[config.mk]
export PLATFORM = sky130hd
export DESIGN_NAME = self_organizing_list
export DESIGN_NICKNAME = d
export VERILOG_FILES = /design/src/design/sol_pkg.sv /design/src/design/sol_cell.sv /design/src/design/sol_encoder.sv /design/src/design/self_organizing_list.sv
export VERILOG_INCLUDE_DIRS = /design/src /design/src/design
export SDC_FILE = /design/constraint.sdc
export NUM_CORES = 1
export LEC_CHECK = 0
export BUFFER_PORTS_ARGS = -buffer_cell sky130_fd_sc_hd__buf_2
export CAP_MARGIN = 20
export CORE_MARGIN = 10
export CORE_UTILIZATION = 40
export CTS_CLUSTER_DIAMETER = 40
export CTS_CLUSTER_SIZE = 25
export DETAILED_ROUTE_END_ITERATION = 6
export GPL_TIMING_DRIVEN = 0
export PLACE_DENSITY = 0.56
export SLEW_MARGIN = 20
export SYNTH_ARGS = -nofsm -noshare
export SYNTH_HDL_FRONTEND = slang
export SYNTH_SLANG_ARGS = --single-unit
[constraint.sdc]
create_clock -name clk -period 13.1 [get_ports clk]
set_input_delay 1.31 -clock clk [delete_from_list [all_inputs] [get_ports clk]]
set_output_delay 1.31 -clock clk [all_outputs]
set_load 0.01 [all_outputs]
[src/design/self_organizing_list_assert.svh]
// ----------------------------------------------------------------------------
// Self-organizing list assertion macros
// Concurrent checks on clk, disabled while rst_n is low.
// ----------------------------------------------------------------------------
`ifndef SELF_ORGANIZING_LIST_ASSERT_SVH
`define SELF_ORGANIZING_LIST_ASSERT_SVH

// Same-cycle implication
`define SOL_ASSERT_NOW(label, ante, cons) \
    label: assert property (@(posedge clk) disable iff (!rst_n) (ante) |-> (cons)) \
        else $error("self_organizing_list check failed");

// Next-cycle implication
`define SOL_ASSERT_NEXT(label, ante, cons) \
    label: assert property (@(posedge clk) disable iff (!rst_n) (ante) |=> (cons)) \
        else $error("self_organizing_list check failed");

`endif

[src/design/sol_pkg.sv]
// ----------------------------------------------------------------------------
// sol_pkg
// Shared codes, types and defaults of the self-organizing list.
// ----------------------------------------------------------------------------
package sol_pkg;

    localparam int LIST_DEPTH_DEF = 16;
    localparam int KEY_WIDTH_DEF  = 16;

    // Widest position and count over the supported depth range (up to 256)
    localparam int MAX_POS_W = 8;
    localparam int MAX_CNT_W = 9;

    localparam int IN_W  = 24;
    localparam int OUT_W = 16;

    typedef enum logic [1:0] {
        FUNC_INSERT = 2'd0,
        FUNC_MTF    = 2'd1,
        FUNC_SWAP   = 2'd2
    } func_t;

    typedef enum logic [1:0] {
        ST_OK        = 2'd0,
        ST_NOT_FOUND = 2'd1,
        ST_DUPLICATE = 2'd2,
        ST_FULL      = 2'd3
    } status_t;

    typedef enum logic [1:0] {
        CMD_NONE   = 2'd0,
        CMD_INSERT = 2'd1,
        CMD_MTF    = 2'd2,
        CMD_SWAP   = 2'd3
    } cmd_t;

    typedef enum logic {
        S_IDLE = 1'b0,
        S_EXEC = 1'b1
    } state_t;

    typedef struct packed {
        cmd_t                 cmd;
        logic [MAX_POS_W-1:0] pos;
        logic [MAX_CNT_W-1:0] count;
    } cell_ctrl_t;

endpackage

[src/design/sol_cell.sv]
// ----------------------------------------------------------------------------
// sol_cell
// One list slot: holds a key, compares it and trades it with its neighbors.
// ----------------------------------------------------------------------------
module sol_cell #(
    parameter int KEY_WIDTH  = sol_pkg::KEY_WIDTH_DEF,
    parameter int CELL_INDEX = 0
) (
    input  logic                   clk,
    input  sol_pkg::cell_ctrl_t    ctrl,
    input  logic [KEY_WIDTH-1:0]   key,
    input  logic [KEY_WIDTH-1:0]   prev_key,
    input  logic [KEY_WIDTH-1:0]   next_key,
    input  logic                   next_hit,
    output logic [KEY_WIDTH-1:0]   cell_key,
    output logic                   hit
);

    localparam logic [sol_pkg::MAX_CNT_W-1:0] IDX_C = sol_pkg::MAX_CNT_W'(CELL_INDEX);
    localparam logic [sol_pkg::MAX_POS_W-1:0] IDX_P = sol_pkg::MAX_POS_W'(CELL_INDEX);

    logic [KEY_WIDTH-1:0] key_reg;
    logic [KEY_WIDTH-1:0] key_next;

    assign cell_key = key_reg;
    assign hit      = (IDX_C < ctrl.count) && (key_reg == key);

    always_comb
    begin
        key_next = key_reg;
        unique case (ctrl.cmd)
            sol_pkg::CMD_INSERT:
            begin
                if (IDX_C == ctrl.count)
                    key_next = key;
            end
            sol_pkg::CMD_MTF:
            begin
                // head takes the key, cells up to the hit shift back by one
                if (CELL_INDEX == 0)
                    key_next = key;
                else if (IDX_P <= ctrl.pos)
                    key_next = prev_key;
            end
            sol_pkg::CMD_SWAP:
            begin
                if (next_hit)
                    key_next = next_key;
                else if (hit)
                    key_next = prev_key;
            end
            default:
            begin
                key_next = key_reg;
            end
        endcase
    end

    always_ff @(posedge clk)
    begin
        key_reg <= key_next;
    end

endmodule

[src/design/sol_encoder.sv]
// ----------------------------------------------------------------------------
// sol_encoder
// Turns the one-hot hit vector of the cell row into a position and a flag.
// ----------------------------------------------------------------------------
module sol_encoder #(
    parameter int LIST_DEPTH = sol_pkg::LIST_DEPTH_DEF
) (
    input  logic [LIST_DEPTH-1:0]         hit,
    output logic [$clog2(LIST_DEPTH)-1:0] pos,
    output logic                          found
);

    localparam int PW = $clog2(LIST_DEPTH);

    assign found = |hit;

    // keys are distinct, so at most one bit is set and an OR per bit suffices
    always_comb
    begin
        pos = '0;
        for (int b = 0; b < PW; b++)
        begin
            for (int i = 0; i < LIST_DEPTH; i++)
            begin
                if (((i >> b) & 1) == 1)
                    pos[b] = pos[b] | hit[i];
            end
        end
    end

endmodule

[src/design/self_organizing_list.sv]
// ----------------------------------------------------------------------------
// self_organizing_list
// Ordered key list with insert, move-to-front search and transpose search.
// ----------------------------------------------------------------------------
//  Channel | Direction | Contents
//  s_      | in        | tdata: func[1:0], key[17:2]
//  m_      | out       | tdata: status[1:0], found_position[5:2], entry_count[10:6]
//
//  Each item is captured in the idle state; in the execute state every cell
//  compares its key at once and the row shifts or swaps in one step.
//  Reset empties the list by clearing the count; no clearing pass is needed.
//  The execute cycle waits while the output register holds an untaken result.
// ----------------------------------------------------------------------------
`include "self_organizing_list_assert.svh"

module self_organizing_list #(
    parameter int LIST_DEPTH = sol_pkg::LIST_DEPTH_DEF,
    parameter int KEY_WIDTH  = sol_pkg::KEY_WIDTH_DEF
) (
    input  logic                      clk,
    input  logic                      rst_n,
    input  logic                      s_tvalid,
    output logic                      s_tready,
    input  logic [sol_pkg::IN_W-1:0]  s_tdata,   // func[1:0], key[17:2], zero pad
    output logic                      m_tvalid,
    input  logic                      m_tready,
    output logic [sol_pkg::OUT_W-1:0] m_tdata    // status[1:0], found_position[5:2],
                                                 // entry_count[10:6], zero pad
);

    localparam int PW = $clog2(LIST_DEPTH);
    localparam int CW = $clog2(LIST_DEPTH + 1);

    sol_pkg::state_t  state_reg, state_next;
    sol_pkg::func_t   func_reg;
    logic [KEY_WIDTH-1:0] key_reg;
    logic [CW-1:0]    count_reg, count_next;
    logic             m_valid_reg;
    sol_pkg::status_t status_reg;
    logic [3:0]       pos_out_reg;
    logic [4:0]       count_out_reg;

    logic             accept;
    logic             go;
    logic [LIST_DEPTH-1:0] hit;
    logic [KEY_WIDTH-1:0]  cell_key [LIST_DEPTH];
    logic [PW-1:0]    hit_pos;
    logic             found;
    sol_pkg::cmd_t    cmd;
    sol_pkg::status_t status;
    logic [CW-1:0]    res_pos;
    sol_pkg::cell_ctrl_t ctrl;

    assign accept = s_tvalid && s_tready;

    // ------------------------------------------------------------------
    // Control
    // ------------------------------------------------------------------
    always_comb
    begin
        state_next = state_reg;
        s_tready   = 1'b0;
        go         = 1'b0;
        unique case (state_reg)
            sol_pkg::S_IDLE:
            begin
                s_tready = 1'b1;
                if (s_tvalid)
                    state_next = sol_pkg::S_EXEC;
            end
            sol_pkg::S_EXEC:
            begin
                go = !m_valid_reg || m_tready;
                if (go)
                    state_next = sol_pkg::S_IDLE;
            end
            default:
            begin
                state_next = sol_pkg::S_IDLE;
            end
        endcase
    end

    always_ff @(posedge clk or negedge rst_n)
    begin
        if (!rst_n)
            state_reg <= sol_pkg::S_IDLE;
        else
            state_reg <= state_next;
    end

    always_ff @(posedge clk)
    begin
        if (accept)
        begin
            func_reg <= sol_pkg::func_t'(s_tdata[1:0]);
            key_reg  <= KEY_WIDTH'(s_tdata[17:2]);
        end
    end

    // ------------------------------------------------------------------
    // Operation decode
    // ------------------------------------------------------------------
    always_comb
    begin
        cmd        = sol_pkg::CMD_NONE;
        status     = sol_pkg::ST_NOT_FOUND;
        res_pos    = '0;
        count_next = count_reg;
        unique case (func_reg)
            sol_pkg::FUNC_INSERT:
            begin
                if (found)
                    status = sol_pkg::ST_DUPLICATE;
                else if (count_reg == CW'(LIST_DEPTH))
                    status = sol_pkg::ST_FULL;
                else
                begin
                    status     = sol_pkg::ST_OK;
                    res_pos    = count_reg;
                    cmd        = sol_pkg::CMD_INSERT;
                    count_next = count_reg + 1'b1;
                end
            end
            sol_pkg::FUNC_MTF:
            begin
                if (found)
                begin
                    status  = sol_pkg::ST_OK;
                    res_pos = CW'(hit_pos);
                    cmd     = sol_pkg::CMD_MTF;
                end
            end
            sol_pkg::FUNC_SWAP:
            begin
                if (found)
                begin
                    status  = sol_pkg::ST_OK;
                    res_pos = CW'(hit_pos);
                    if (hit_pos != '0)
                        cmd = sol_pkg::CMD_SWAP;
                end
            end
            default:
            begin
                status = sol_pkg::ST_NOT_FOUND;
            end
        endcase
    end

    assign ctrl.cmd   = go ? cmd : sol_pkg::CMD_NONE;
    assign ctrl.pos   = sol_pkg::MAX_POS_W'(hit_pos);
    assign ctrl.count = sol_pkg::MAX_CNT_W'(count_reg);

    always_ff @(posedge clk or negedge rst_n)
    begin
        if (!rst_n)
            count_reg <= '0;
        else if (go)
            count_reg <= count_next;
    end

    // ------------------------------------------------------------------
    // Cell row
    // ------------------------------------------------------------------
    for (genvar i = 0; i < LIST_DEPTH; i++)
    begin : g_cell
        logic [KEY_WIDTH-1:0] prev_key;
        logic [KEY_WIDTH-1:0] next_key;
        logic                 next_hit;

        if (i == 0)
        begin : g_first
            assign prev_key = '0;
        end
        else
        begin : g_mid
            assign prev_key = cell_key[i-1];
        end

        if (i == LIST_DEPTH - 1)
        begin : g_last
            assign next_key = '0;
            assign next_hit = 1'b0;
        end
        else
        begin : g_body
            assign next_key = cell_key[i+1];
            assign next_hit = hit[i+1];
        end

        sol_cell #(
            .KEY_WIDTH  (KEY_WIDTH),
            .CELL_INDEX (i)
        ) u_cell (
            .clk      (clk),
            .ctrl     (ctrl),
            .key      (key_reg),
            .prev_key (prev_key),
            .next_key (next_key),
            .next_hit (next_hit),
            .cell_key (cell_key[i]),
            .hit      (hit[i])
        );
    end

    sol_encoder #(
        .LIST_DEPTH (LIST_DEPTH)
    ) u_encoder (
        .hit   (hit),
        .pos   (hit_pos),
        .found (found)
    );

    // ------------------------------------------------------------------
    // Output register
    // ------------------------------------------------------------------
    always_ff @(posedge clk or negedge rst_n)
    begin
        if (!rst_n)
            m_valid_reg <= 1'b0;
        else if (go)
            m_valid_reg <= 1'b1;
        else if (m_tready)
            m_valid_reg <= 1'b0;
    end

    always_ff @(posedge clk)
    begin
        if (go)
        begin
            status_reg    <= status;
            pos_out_reg   <= 4'(res_pos);
            count_out_reg <= 5'(count_next);
        end
    end

    assign m_tvalid = m_valid_reg;
    assign m_tdata  = {5'd0, count_out_reg, pos_out_reg, status_reg};

    // ------------------------------------------------------------------
    // Checks
    // ------------------------------------------------------------------
    `SOL_ASSERT_NOW(a_hit_unique, 1'b1, $onehot0(hit))
    `SOL_ASSERT_NOW(a_count_bound, 1'b1, count_reg <= CW'(LIST_DEPTH))
    `SOL_ASSERT_NEXT(a_insert_grows, ctrl.cmd == sol_pkg::CMD_INSERT,
        count_reg == $past(count_reg) + 1'b1)
    `SOL_ASSERT_NEXT(a_result_follows, go, m_valid_reg && state_reg == sol_pkg::S_IDLE)

endmodule

# ---- After elaboration in Yosys (flattened, before gate mapping)
# Index checks and enable logic that the tools add are counted.
dict set report word_totals {
  register_bits 292
}
dict set report op_classes {
  muxes 103
  add_sub_neg 1
  n_eq_ne 84
  bitwise 29
  reduce_logical 42
  n_lt_le_gt_ge 31
}
# op count
set ops {}
lappend ops {{16-bit two-way mux} 62}
lappend ops {{16-bit one-hot mux with 3 select lines} 16}
lappend ops {{16-bit equality test} 16}
lappend ops {{2-bit by 1-bit != test with 1-bit output, second input constant} 31}
lappend ops {{4-bit AND reduction} 15}
lappend ops {{4-bit by 5-bit equality test with 1-bit output, first input constant} 8}
lappend ops {{4-bit by 5-bit less-than comparator with 1-bit output, first input constant} 8}
lappend ops {{3-bit != test, second input constant} 12}
lappend ops {{4-bit <= comparator, first input constant} 8}
lappend ops {{1-bit bitwise OR} 28}
lappend ops {{3-bit by 5-bit equality test with 1-bit output, first input constant} 4}
lappend ops {{3-bit by 5-bit less-than comparator with 1-bit output, first input constant} 4}
lappend ops {{1-bit logical AND} 17}
lappend ops {{3-bit by 4-bit <= comparator with 1-bit output, first input constant} 4}
lappend ops {{16-bit OR reduction} 1}
lappend ops {{5-bit two-way mux} 3}
lappend ops {{2-bit two-way mux} 6}
lappend ops {{4-bit two-way mux} 3}
lappend ops {{2-bit by 5-bit equality test with 1-bit output, first input constant} 2}
lappend ops {{1-bit by 5-bit less-than comparator with 1-bit output, first input constant} 2}
lappend ops {{2-bit by 5-bit less-than comparator with 1-bit output, first input constant} 2}
lappend ops {{9-bit zero test} 1}
lappend ops {{1-bit two-way mux} 9}
lappend ops {{3-bit by 2-bit != test with 1-bit output, second input constant} 3}
lappend ops {{other kinds (21)} 25}

# ---- Depth between registers and ports, before layout
# Gate-level depths: netlist (run 1).
dict set report depth {
  depth_word 17
  mapped_depth 16
}

# ---- Hierarchy
# Synthesis (run 1) repeated with hierarchy kept, for this count alone.
dict set report unflattened {
  hier_cells 1825
  hier_area_um2 19105.8
}
# mod cells_per_inst seq_area_each_um2 area_each_um2 n_inst
set modules_own_cells {}
lappend modules_own_cells {{sol_cell at g_cell[10].u_cell ...} 109 480.5 1112.3 2}
lappend modules_own_cells {self_organizing_list 109 1046.0 1589.0 1}
lappend modules_own_cells {{sol_cell at g_cell[1].u_cell} 111 480.5 1126.1 1}
lappend modules_own_cells {{sol_cell at g_cell[5].u_cell} 110 480.5 1113.6 1}
lappend modules_own_cells {{sol_cell at g_cell[7].u_cell} 109 480.5 1101.1 1}
lappend modules_own_cells {{sol_cell at g_cell[13].u_cell} 108 480.5 1098.6 1}
lappend modules_own_cells {{sol_cell at g_cell[3].u_cell} 108 480.5 1097.3 1}
lappend modules_own_cells {{sol_cell at g_cell[11].u_cell} 108 480.5 1088.5 1}
lappend modules_own_cells {{sol_cell at g_cell[2].u_cell} 108 480.5 1087.3 1}
lappend modules_own_cells {{sol_cell at g_cell[9].u_cell} 108 480.5 1083.5 1}
lappend modules_own_cells {{sol_cell at g_cell[14].u_cell} 103 480.5 1082.3 1}
lappend modules_own_cells {{sol_cell at g_cell[6].u_cell} 103 480.5 1077.3 1}
lappend modules_own_cells {{sol_cell at g_cell[0].u_cell} 102 480.5 1073.5 1}
lappend modules_own_cells {{sol_cell at g_cell[4].u_cell} 102 480.5 1062.3 1}
lappend modules_own_cells {{+3 rows} - - - -}

# ---- Worst setup path after synthesis (run 1)
# Ideal clock, no wire load.
dict set report synth_path {
  path_kind {flip-flop to flip-flop}
  start {reg key_reg[6]}
  end {reg g_cell[14].u_cell.key_reg[0] (enable)}
  stages_incl_launch_ff 13
  t_arrival_ns 5.116
  slack_ns 7.507
  required_time_ns 12.622
  cell_sequence {edfxtp_1 buf_4 xor2_1 or4_1 nor3b_1 nor4bb_1 nor4_1 nand4_1 o21ai_1 buf_2 nand3_1 nand2_1 a2111oi_0}
}
dict set report synth_via {
  elab_chain_len 17
  word_cells_on_any_way 77
  cone_classes {order compare: 1; eq/ne: 22; mux: 6; bitwise: 28; reduce/logical: 20}
}
# element line_no
set synth_lines {}
lappend synth_lines {{from (decl)} self_organizing_list.sv:36} ;# logic [KEY_WIDTH-1:0] key_reg;
lappend synth_lines {{from (signal assigned)} self_organizing_list.sv:97} ;# key_reg <= KEY_WIDTH'(s_tdata[17:2]);
lappend synth_lines {{16-bit equality test} sol_cell.sv:26} ;# assign hit = (IDX_C < ctrl.count) && (key_reg == key);
lappend synth_lines {{1-bit logical AND} sol_cell.sv:26}
lappend synth_lines {{1-bit bitwise OR (7 in series)} sol_encoder.sv:26} ;# pos[b] = pos[b] | hit[i];
lappend synth_lines {{4-bit nonzero test} self_organizing_list.sv:140} ;# if (hit_pos != '0)
lappend synth_lines {{2-bit two-way mux} self_organizing_list.sv:140}
lappend synth_lines {{2-bit two-way mux} self_organizing_list.sv:136} ;# if (found)
lappend synth_lines {{2-bit one-hot mux with 3 select lines} self_organizing_list.sv:110} ;# unique case (func_reg)
lappend synth_lines {{2-bit two-way mux} self_organizing_list.sv:151} ;# assign ctrl.cmd = go ? cmd : sol_pkg::CMD_NONE;
lappend synth_lines {{2-bit equality test or 2-bit by 1-bit equality test with 1-bit output (tied branches)} sol_cell.sv:31} ;# unique case (ctrl.cmd)
lappend synth_lines {{3-bit != test (no source line) (tied with other cells)} -}
lappend synth_lines {{4-bit AND reduction (no source line) *} -}
lappend synth_lines {{to (signal assigned)} sol_cell.sv:61} ;# key_reg <= key_next;
lappend synth_lines {{to (decl)} sol_cell.sv:22} ;# logic [KEY_WIDTH-1:0] key_reg;
# Mark *: on every way between the ends. The rest lies on a longest branch, timed or not.
# A chain may end at the register's enable or synchronous reset.

# ---- Final worst setup path (run 1)
dict set report layout_path {
  start {reg key_reg[6]}
  end {reg g_cell[9].u_cell.key_reg[13] (enable)}
}
dict set report layout_via {
  elab_chain_len 17
  word_cells_on_any_way 77
  cone_classes {order compare: 1; eq/ne: 22; mux: 6; bitwise: 28; reduce/logical: 20}
}
# element line_no
set layout_lines {}
lappend layout_lines {{16-bit equality test} sol_cell.sv:26}
lappend layout_lines {{1-bit logical AND} sol_cell.sv:26}
lappend layout_lines {{1-bit bitwise OR (7 in series)} sol_encoder.sv:26}
lappend layout_lines {{4-bit nonzero test} self_organizing_list.sv:140}
lappend layout_lines {{2-bit two-way mux} self_organizing_list.sv:140}
lappend layout_lines {{2-bit two-way mux} self_organizing_list.sv:136}
lappend layout_lines {{2-bit one-hot mux with 3 select lines} self_organizing_list.sv:110}
lappend layout_lines {{2-bit two-way mux} self_organizing_list.sv:151}
lappend layout_lines {{2-bit equality test or 2-bit by 1-bit equality test with 1-bit output (tied branches)} sol_cell.sv:31}
lappend layout_lines {{3-bit by 2-bit != test with 1-bit output (no source line) (tied with other cells)} -}
lappend layout_lines {{4-bit AND reduction (no source line) *} -}
lappend layout_lines {{to (signal assigned)} sol_cell.sv:61}
lappend layout_lines {{to (decl)} sol_cell.sv:22}
# Marks and branches as above.

==> flow_metrics.tcl, run 1 <==
set metrics [dict create \
    post-dp-hpwl_um 59080 \
    max_cap_viol_count 0 \
    postRouteAntennaNets 0 \
    wl_per_cell_um 30.34 \
    leakagePower_uw 0.007914 \
    fp.dieW_um 234.0 \
    fin_tns_setup_ps 0 \
    num-fill-cells 4351 \
    cp.arrival_ps 6270 \
    seq_area_frac_synth_pct 47.70 \
    power_frac_comb_pct 25.7 \
    wl_um 79950 \
    grt_overflow 0 \
    async_flop_share_pct 2.397 \
    drt_pre_antenna_iters 6 \
    placeableCoreArea_mm2 0.04528 \
    fmaxAchievable_mhz 167.6 \
    h-tree-depth 2 \
    fin_ws_ps 7135 \
    synth_area_mm2 0.01831 \
    critPathKind "flip-flop to flip-flop" \
    synth_cell_type_count 83 \
    num_io_pins 46 \
    ir_worst_vdd_mv 0.1063 \
    num_rows 78 \
    setup_viol 0 \
    clockPowerShare_pct 40.9 \
    ys_ff_latch 292 \
    worst-path-max-fanout 10 \
    stdcell_area_mm2 0.02153 \
    grt_max_degree 17 \
    worst_pin_slew_ps 1259 \
    period_share_pct 45.53 \
    areaGrowthSynthToFinish_pct 17.60 \
    min_period_ps 5965 \
    drive_above_1_share_pct 16.72 \
    ys.flop_type "edfxtp_1" \
    hold_viol 0 \
    seq_power_share_pct 33.4 \
    slew_headroom_pct 14.87 \
    postCtsSetupBuffers 0 \
    cts-root-buf "clkbuf_16" \
    powerDensity_mw_per_mm2 169.9 \
    fin_skew_ps 25.45 \
    place_congestion 1.008 \
    path_cells "buf_4, buf_4, xor2_1, nor4_1, nand3_1, nor4b_1, nor4_1, nand3_1, o21ai_1, buf_2, nand3_1, nand2_1, buf_2, nor4_2, buf_2, buf_2" \
    avgSynthCellArea_um2 9.823 \
    via_per_inst 6.193 \
    required_ps 13410 \
    netlist_instances 1864 \
    end_kind "flip-flop" \
    cts_tree "done" \
    yosys_warnings 0 \
    cts_resized 0 \
    clkSinkCount 292 \
    synth-edff-count 285 \
    io_buffers 34 \
    antenna_found_initial 3 \
    place_area_mm2 0.01958 \
    dieArea_mm2 0.05473 \
    status "finished, final reports clean" \
    drt_iter0_markers 1981 \
    pre_cts_slack_ps 7399 \
    hold_class "input port to asynchronous set/reset pin" \
    clock_latency_ps 620 \
    yosysTopAreaCellShare_pct 46.74 \
    hold_buffers 0 \
    remaining_drc_errors 0 \
    grt_pass1_vias 15710 \
    largest_register_ffs 256 \
    synth_top_cell_by_area "edfxtp_1" \
    grt_use_total_pct 28.47 \
    grt_pass1_wl_um 111500 \
    setup.worst_path.start_class "flip-flop" \
    clk_pin_slew_ps 50 \
    synthTopCellsByArea "edfxtp_1 (47%), nand2_1 (8.7%), xor2_1 (7.7%), a21oi_1 (6.2%), xnor2_1 (4.7%)" \
    p_int_uw 2401 \
    cts_buffer_depth 3 \
    numCtsBuffers 56 \
    dieHeight_um 234.0 \
    num-nets-final 2025 \
    swShare_pct 34.35 \
    vias 16320 \
    rsz0062_at_grt "no" \
    switching_power_uw 1256 \
    crit_slowest_cell "nor4b_1" \
    crit_top_cell "buf_2" \
    start_util_pct 40.43 \
    cpPeakStageDelay_ps 1010 \
    maxSlewViolCount 0 \
]
## through the flow
step,cells,power (µW),util (%),hold WS (ps)
finish,2635,3657,47.55,529.1
global route,2634,3750,47.55,549.5
CTS,2634,3631,47.50,534.2
detailed placement,2531,2138,43.24,535.8
global placement,2502,2119,42.50,505.8
floorplan,1868,1760,-,505.9
## critical path, delay by kind of cell, from the launching register on
family	cells	cell delay (ps)
XOR/XNOR	1	150
AO/OA/AOI/OAI	1	200
AND/OR/NAND/NOR	8	3070
flip-flops	1	320
buffers and inverters	6	1910
## metal layers
| layer | wire length (µm) | part of all wire [%] | track usage [%] | vias up |
|---|---|---|---|---|
| met2 | 36190 | 45 | 44.77 | 1058 |
| met3 | 7764 | 9.7 | 6.418 | 248 |
| li1 | - | - | - | 6979 |
| met1 | 31300 | 39 | 35.69 | 8033 |
| met4 | 4702 | 5.9 | 16.23 | 0 |
| met5 | 0 | 0 | 0 | - |
## final timing paths
path                       startpoint  cells past startpoint                             to  slack [ps]
min in group clk             m_tvalid                      2                       m_tvalid         530
min                             rst_n                      1                   count_reg[2]         530
max in group asynchronous       rst_n                      1                   count_reg[3]       12410
max                        key_reg[6]                     16  g_cell[9].u_cell.cell_key[13]        7130
max reg2reg                key_reg[6]                     16  g_cell[9].u_cell.cell_key[13]        7130
min reg2reg                  m_tvalid                      2                       m_tvalid         530
## Yosys cell counts (6+ instances only)
| master | n |
|---|---|
| nand2_1 | 424 |
| xnor2_1 | 98 |
| nor2_1 | 49 |
| nor4_1 | 86 |
| xor2_1 | 162 |
| a211oi_1 | 6 |
| ha_1 | 8 |
| buf_2 | 54 |
| buf_6 | 27 |
| and3b_1 | 16 |
| nand4_1 | 31 |
| a21o_1 | 17 |
| o21ai_0 | 51 |
| inv_1 | 48 |
| o21ai_1 | 7 |
| clkbuf_1 | 15 |
| dfrtp_1 | 7 |
| nor4_2 | 6 |
| nor4b_1 | 15 |
| a221o_1 | 22 |
| buf_4 | 24 |
| o22ai_4 | 9 |
| nand3_1 | 29 |
| edfxtp_1 | 285 |
| nor3_1 | 26 |
| a21oi_1 | 225 |
## cells in the final DEF (no fill, tap or decap), types with 6 or more instances in the layout
cell	n
a21o_1	17
a21oi_1	223
a221o_1	22
and3b_1	16
buf_2	106
buf_4	30
buf_6	31
bufinv_16	9
clkbuf_1	19
clkbuf_16	57
clkinv_1	6
clkinv_2	9
dfrtp_1	7
edfxtp_1	285
ha_1	8
inv_1	48
inv_6	8
nand2_1	424
nand3_1	29
nand4_1	31
nor2_1	49
nor3_1	24
nor4_1	74
nor4_2	17
nor4_4	6
nor4b_1	14
o21ai_0	51
o21ai_1	6
o22ai_4	9
xnor2_1	98
xor2_1	162
## area by class of cell
type	instances	area, µm²	area share [%]
diodes	1	2.502	0.01162
plain buffers	124	837.1	3.887
clock buffers	61	1441	6.694
clock inverters	42	489.2	2.272
inverters	49	183.9	0.8542
multi-input cells	1403	8730	40.54
flip-flops and latches	292	8733	40.56
well taps	600	750.7	3.486
repair buffers	63	365.4	1.697
## power by group through the flow
stage | sequential (µW) | combinational [µW] | clock, µW
6_report | 1220 | 940 | 1500
5_1_grt | 1230 | 979 | 1550
4_1_cts | 1220 | 907 | 1510
3_5_place_dp | 1230 | 903 | 0
3_3_place_gp | 1240 | 881 | 0
2_1_floorplan | 1220 | 542 | 0
## cell families after synthesis
family	Yosys count	synth area share (%)
simple gates	750	20.58
compound gates	375	12.72
flops	292	47.70
xor+xnor	262	12.61
buf+inv	173	5.576
fa+ha+maj	8	0.5467
mux	3	0.2460
other cells	1	0.02048
Power figures use the tool's default switching activity.
==> run 2: changes to the inputs <==
- clock period: 13.1 -> 5.5 ns (I/O delays scaled with it)
==> run 2 against run 1 <==
Against the previous run:
- sequential power rose by 140%
- clock skew shrank 4.1 ps
- power increased by 140%
- utilization grew 0.23 points
- critical endpoint unchanged
==> flow_metrics.tcl, run 2 (synthesized netlist as in run 1, its figures left out) <==
set metrics [dict create \
    required_ps 5810 \
    numCtsBuffers 56 \
    end_kind "flip-flop" \
    drive_above_1_share_pct 17.15 \
    grt_use_total_pct 28.49 \
    num-fill-cells 4343 \
    path_buf_inv 6 \
    dieArea_mm2 0.05473 \
    largest_register_ffs 256 \
    powerDensity_mw_per_mm2 403.5 \
    remaining_drc_errors 0 \
    place_area_mm2 0.01958 \
    swShare_pct 34.39 \
    grt_overflow 0 \
    setup.worst_path.start_class "flip-flop" \
    grt_max_degree 17 \
    slew_headroom_pct 24.06 \
    clkSinkCount 292 \
    drt_iter0_markers 1970 \
    hold_viol 0 \
    multiInputGateArea_mm2 0.008820 \
    wl_um 79860 \
    drt_pre_antenna_iters 6 \
    vias 16320 \
    postCtsSetupBuffers 0 \
    seq_power_share_pct 33.3 \
    max_cap_viol_count 0 \
    areaGrowthSynthToFinish_pct 18.17 \
    num_io_pins 46 \
    worst-path-max-fanout 10 \
    num_rows 78 \
    cts-root-buf "clkbuf_16" \
    start_util_pct 40.43 \
    io_buffers 34 \
    cts_buffer_depth 3 \
    wl_per_cell_um 30.30 \
    fin_ws_ps 27.55 \
    switching_power_uw 3002 \
    whs_endpoint "func_reg[1]" \
    rsz0062_at_grt "no" \
    cpPeakStageDelay_ps 790 \
    fmaxAchievable_mhz 182.7 \
    critPathKind "flip-flop to flip-flop" \
    period_share_pct 99.50 \
    h-tree-depth 2 \
    crit_slowest_cell "nor4_1" \
    path_delay_family "simple AND/OR/NAND/NOR gates" \
    reg2reg_depth 16 \
    status "finished, final reports clean" \
    hold_class "input port to flip-flop" \
    fin_skew_ps 21.39 \
    path_cells "buf_2, buf_6, xnor2_1, nor4bb_1, o2111ai_1, nor4_1, nor4_2, nand3_1, o21ai_1, buf_2, nand3_1, nand2_1, buf_2, nor4_4, buf_2, buf_2" \
    fp.dieW_um 234.0 \
    grt_pass1_vias 15720 \
    clock_latency_ps 610 \
    postRouteAntennaNets 0 \
    cp.arrival_ps 5780 \
    final_common_cell "nand2_1" \
    worst_pin_slew_ps 1130 \
    dieHeight_um 234.0 \
    placeableCoreArea_mm2 0.04528 \
    min_path_cells 1 \
    num-nets-final 2026 \
    min_period_ps 5472 \
    regToRegSetupSlack_ps 30 \
    regArea_mm2 0.008733 \
    clk_pin_slew_ps 50 \
    post-dp-hpwl_um 59080 \
    grt_pass1_wl_um 111600 \
    stdcell_area_mm2 0.02164 \
    fin_tns_setup_ps 0 \
    leakagePower_uw 0.007927 \
    crit_top_cell "buf_2" \
    maxSlewViolCount 0 \
    power_frac_comb_pct 25.9 \
    final_cell_mix "nand2_1 (424), edfxtp_1 (285), a21oi_1 (223)" \
    antenna_found_initial 3 \
    holdWs_ps 115.1 \
    ir_worst_vdd_mv 0.2497 \
    cts_tree "done" \
    place_congestion 1.008 \
    r2r_start "key_reg[14]" \
    finalCoreUtilization_pct 47.78 \
    pre_cts_slack_ps -200.5 \
    setup_viol 0 \
    r2r-end "g_cell[9].u_cell.cell_key[13]" \
    p_int_uw 5728 \
    via_per_inst 6.192 \
    clockPowerShare_pct 40.8 \
    hp-start "s_tdata[1]" \
]
==> run 2: changes by cell type in the layout (fill, tap and decap cells not counted), moves of 2 or more <==
| cell | previous run | this run |
|---|---|---|
| nor4b_1 | 14 | 11 |
| a2111oi_4 | 0 | 2 |
| nor4_4 | 6 | 8 |
| a2111oi_2 | 2 | 0 |
| nor4bb_1 | 5 | 2 |
| nor4bb_2 | 0 | 3 |
| nor4_2 | 17 | 15 |
| nor4b_2 | 1 | 4 |
==> run 2: how the worst max path moves through the flow <==
stage,cells after the start,slack (ps),end,startpoint
final,16,30,g_cell[9].u_cell.cell_key[13],key_reg[14]
after CTS,14,8,g_cell[9].u_cell.cell_key[13],count_reg[4]
after global placement,12,-3710,g_cell[14].u_cell.cell_key[6],key_reg[4]
after global routing,16,40,g_cell[8].u_cell.cell_key[13],key_reg[6]
after floorplan,12,-90,g_cell[14].u_cell.cell_key[0],key_reg[6]
after detailed placement,16,-200,g_cell[9].u_cell.cell_key[4],key_reg[6]
==> run 2: what timing repair did <==
| item | in CTS | in global routing |
|---|---|---|
| setup endpoints to repair | 29 | 95 |
| hold buffers | 1 | 0 |
| endpoints found under the hold margin | 7 | 0 |
| gates resized for setup | 3 | 11 |
==> run 2: cell type report <==
cell class              instances  area share, %
plain buffers                 124          3.886
well taps                     600          3.470
clock inverters                42          2.261
multi-input cells            1403          40.76
clock buffers                  61          6.662
repair buffers                 64          1.735
diodes                          1        0.01157
flip-flops and latches        292          40.36
inverters                      49         0.8501
==> run 2: layer usage <==
metal  up-vias  track usage [%]  wire [µm]
met5         -                0          0
met4         0            16.27       5068
met3       281            6.599       8025
met2      1098            44.84      35900
met1      7969            35.54      30870
li1       6974                -          -
==> run 2: power by group through the flow <==
| stage | sequential, µW | clock (µW) | combinational [µW] |
|---|---|---|---|
| after CTS | 2900 | 3590 | 2160 |
| final | 2910 | 3560 | 2260 |
| after detailed placement | 2940 | 0 | 2150 |
| after floorplan | 2900 | 0 | 1290 |
| after global routing | 2920 | 3680 | 2350 |
| after global placement | 2950 | 0 | 2100 |
==> run 2: metrics by stage <==
stage | power (µW) | instances
2_1_floorplan | 4192 | 1868
3_3_place_gp | 5047 | 2502
3_5_place_dp | 5093 | 2531
4_1_cts | 8653 | 2635
5_1_grt | 8952 | 2635
6_report | 8730 | 2636
==> run 2: worst reg2reg max path, stage by stage, from the launching register on <==
cell       delay [ps]
edfxtp_1          310
buf_2             450
buf_6             300
xnor2_1           190
nor4bb_1          330
o2111ai_1         140
nor4_1            790
nor4_2            180
nand3_1           190
o21ai_1           200
buf_2             270
nand3_1           100
nand2_1           220
buf_2             350
nor4_4            580
buf_2             340
buf_2             240
==> run 3: changes to the inputs <==
--- a/config.mk
+++ b/config.mk
@@ -11,3 +11,3 @@
 export CORE_MARGIN = 10
-export CORE_UTILIZATION = 40
+export CORE_UTILIZATION = 37
 export CTS_CLUSTER_DIAMETER = 40
@@ -16,3 +16,3 @@
 export GPL_TIMING_DRIVEN = 0
-export PLACE_DENSITY = 0.56
+export PLACE_DENSITY = 0.53
 export SLEW_MARGIN = 20
==> constraint.sdc (replaced) <==
create_clock -name clk -period 7 [get_ports clk]
set_input_delay 0.35 -clock clk [delete_from_list [all_inputs] [get_ports clk]]
set_output_delay 0.35 -clock clk [all_outputs]
set_load 0.01 [all_outputs]
==> run 3 against run 2 <==
Against the previous run:
- final cell count grew 3.4%
- clock-buffer cell count grew 3
- power shrank 18%
- die area grew 7.4%
- via count is essentially flat
- maximum frequency shrank 4.4%
- clock power shrank 13%
- critical path depth shrank 1
- global-route usage shrank 1.3 points
- combinational power shrank 21%
- critical path type unchanged
- critical endpoint is now g_cell[11].u_cell.cell_key[9]
- largest cell class is now flip-flops and latches
- largest power group unchanged
- highest routed layer unchanged
==> flow_metrics.tcl, run 3 (synthesized netlist as in run 1, its figures left out) <==
set metrics [dict create \
    post-dp-hpwl_um 60970 \
    required_ps 7320 \
    multiInputGateArea_mm2 0.008728 \
    end_kind "flip-flop" \
    dieArea_mm2 0.05878 \
    num-fill-cells 4723 \
    num-nets-final 2047 \
    placeableCoreArea_mm2 0.04895 \
    drt_iter0_markers 1972 \
    endpoint "g_cell[11].u_cell.cell_key[9]" \
    hold_viol 0 \
    antenna_found_initial 2 \
    p_int_uw 4770 \
    setup.worst_path.start_class "flip-flop" \
    cp-startpoint "key_reg[14]" \
    io_buffers 34 \
    clkSinkCount 292 \
    grt_use_total_pct 27.19 \
    cts_tree "done" \
    globalRouteMet2Util_pct 42.46 \
    grt_pass1_vias 16070 \
    vias 16320 \
    grt_use_met3_pct 6.162 \
    finalCoreUtilization_pct 45.00 \
    largest_register_ffs 256 \
    fin_tns_setup_ps 0 \
    grt_max_degree 17 \
    final_common_cell "nand2_1" \
    hold_class "input port to asynchronous set/reset pin" \
    clockPowerShare_pct 43.2 \
    ir_worst_vdd_mv 0.1767 \
    critPathKind "flip-flop to flip-flop" \
    switching_power_uw 2414 \
    worst-path-max-fanout 10 \
    cts_resized 0 \
    drt_pre_antenna_iters 5 \
    clk_pin_slew_ps 50 \
    max_cap_viol_count 0 \
    num_rows 81 \
    place_congestion 1.004 \
    reg2reg_depth 15 \
    start_util_pct 37.41 \
    regArea_mm2 0.008733 \
    fp.dieW_um 242.5 \
    dieHeight_um 242.5 \
    rsz0062_at_grt "no" \
    fin_skew_ps 19.32 \
    setup_viol 0 \
    areaGrowthSynthToFinish_pct 20.32 \
    cts_buffer_depth 3 \
    remaining_drc_errors 0 \
    cts-root-buf "clkbuf_16" \
    grt_overflow 0 \
    postRouteAntennaNets 0 \
    cp.arrival_ps 6040 \
    r2r-end "g_cell[11].u_cell.cell_key[9]" \
    powerDensity_mw_per_mm2 326.1 \
    wl_um 82710 \
    num_io_pins 46 \
    fmaxAchievable_mhz 174.6 \
    power_frac_comb_pct 24.9 \
    wl_per_cell_um 30.35 \
    seq_power_share_pct 31.9 \
    via_per_inst 5.988 \
    met1_usage_pct 34.12 \
    slew_headroom_pct 18.79 \
    grt_pass1_wl_um 116300 \
    maxSlewViolCount 0 \
    clock_latency_ps 620 \
    status "finished, final reports clean" \
    period_share_pct 81.82 \
    min_period_ps 5727 \
    worst_pin_slew_ps 1218 \
    h-tree-depth 2 \
    swShare_pct 33.60 \
    grt_busiest_layer "met2" \
    final_cell_mix "nand2_1 (424), edfxtp_1 (285), a21oi_1 (223)" \
    numCtsBuffers 57 \
    r2r_start "key_reg[14]" \
    leakagePower_uw 0.008081 \
    drive_above_1_share_pct 16.76 \
    regToRegSetupSlack_ps 1270 \
]
-- run 3: worst min path at each step --
stage	cells past startpoint	slack [ps]	endpoint	from
6_report	2	110	count_reg[2]	rst_n
5_1_grt	2	130	count_reg[2]	rst_n
4_1_cts	2	90	count_reg[2]	rst_n
3_5_place_dp	1	210	count_reg[1]	rst_n
3_3_place_gp	1	200	count_reg[0]	rst_n
2_1_floorplan	0	50	count_reg[0]	rst_n
-- run 3: worst max-delay path, cell delays in order (launching register included) --
cell       delay [ps]
edfxtp_1          310
buf_2             460
xor2_1            180
a2111oi_0         480
nand3_1           160
nor4b_1           980
nor4_2            210
nand3_1           230
o21ai_1           220
buf_2             280
nand3_1            90
nand2_1           170
buf_2             310
nor4_2            730
buf_2             350
buf_2             240
-- run 3: routing by layer --
layer	vias up	wire length, µm	share of wire (%)
met4	0	5103	6.2
met5	-	0	0
met3	259	7802	9.4
li1	7018	-	-
met1	8051	32570	39
met2	990	37230	45
-- run 3: timing repair --
action | 4_1_cts | 5_1_grt
buffers inserted | 0 | 0
hold buffers | 21 | 0
hold endpoints to repair | 27 | 0
-- run 3: final cells by class --
cell class	count	share of cell area (%)
sequential	292	39.64
multi-input combinational	1403	39.62
clock buffer	64	6.787
buffer	124	3.800
tap	664	3.771
clock inverter	43	2.914
timing repair buffer	84	2.607
inverter	49	0.8349
antenna	2	0.02272
-- run 3: stage by stage --
| stage | setup WS [ps] | hold WS (ps) | power [µW] | instances | instance area (µm²) |
|---|---|---|---|---|---|
| after floorplan | 1407 | 54.41 | 3294 | 1868 | 18330 |
| after global placement | -2538 | 202.4 | 3992 | 2566 | 19330 |
| after detailed placement | 1464 | 208.8 | 4032 | 2595 | 19680 |
| after CTS | 1421 | 91.95 | 7139 | 2723 | 22020 |
| after global routing | 1076 | 133.3 | 7364 | 2723 | 22020 |
| final | 1273 | 112.0 | 7184 | 2725 | 22030 |
-- run 3: power by group through the flow --
stage,registers (µW),clock network (µW),logic (µW)
6_report,2290,3100,1790
5_1_grt,2300,3210,1860
4_1_cts,2280,3120,1730
3_5_place_dp,2320,0,1720
3_3_place_gp,2320,0,1670
2_1_floorplan,2280,0,1020
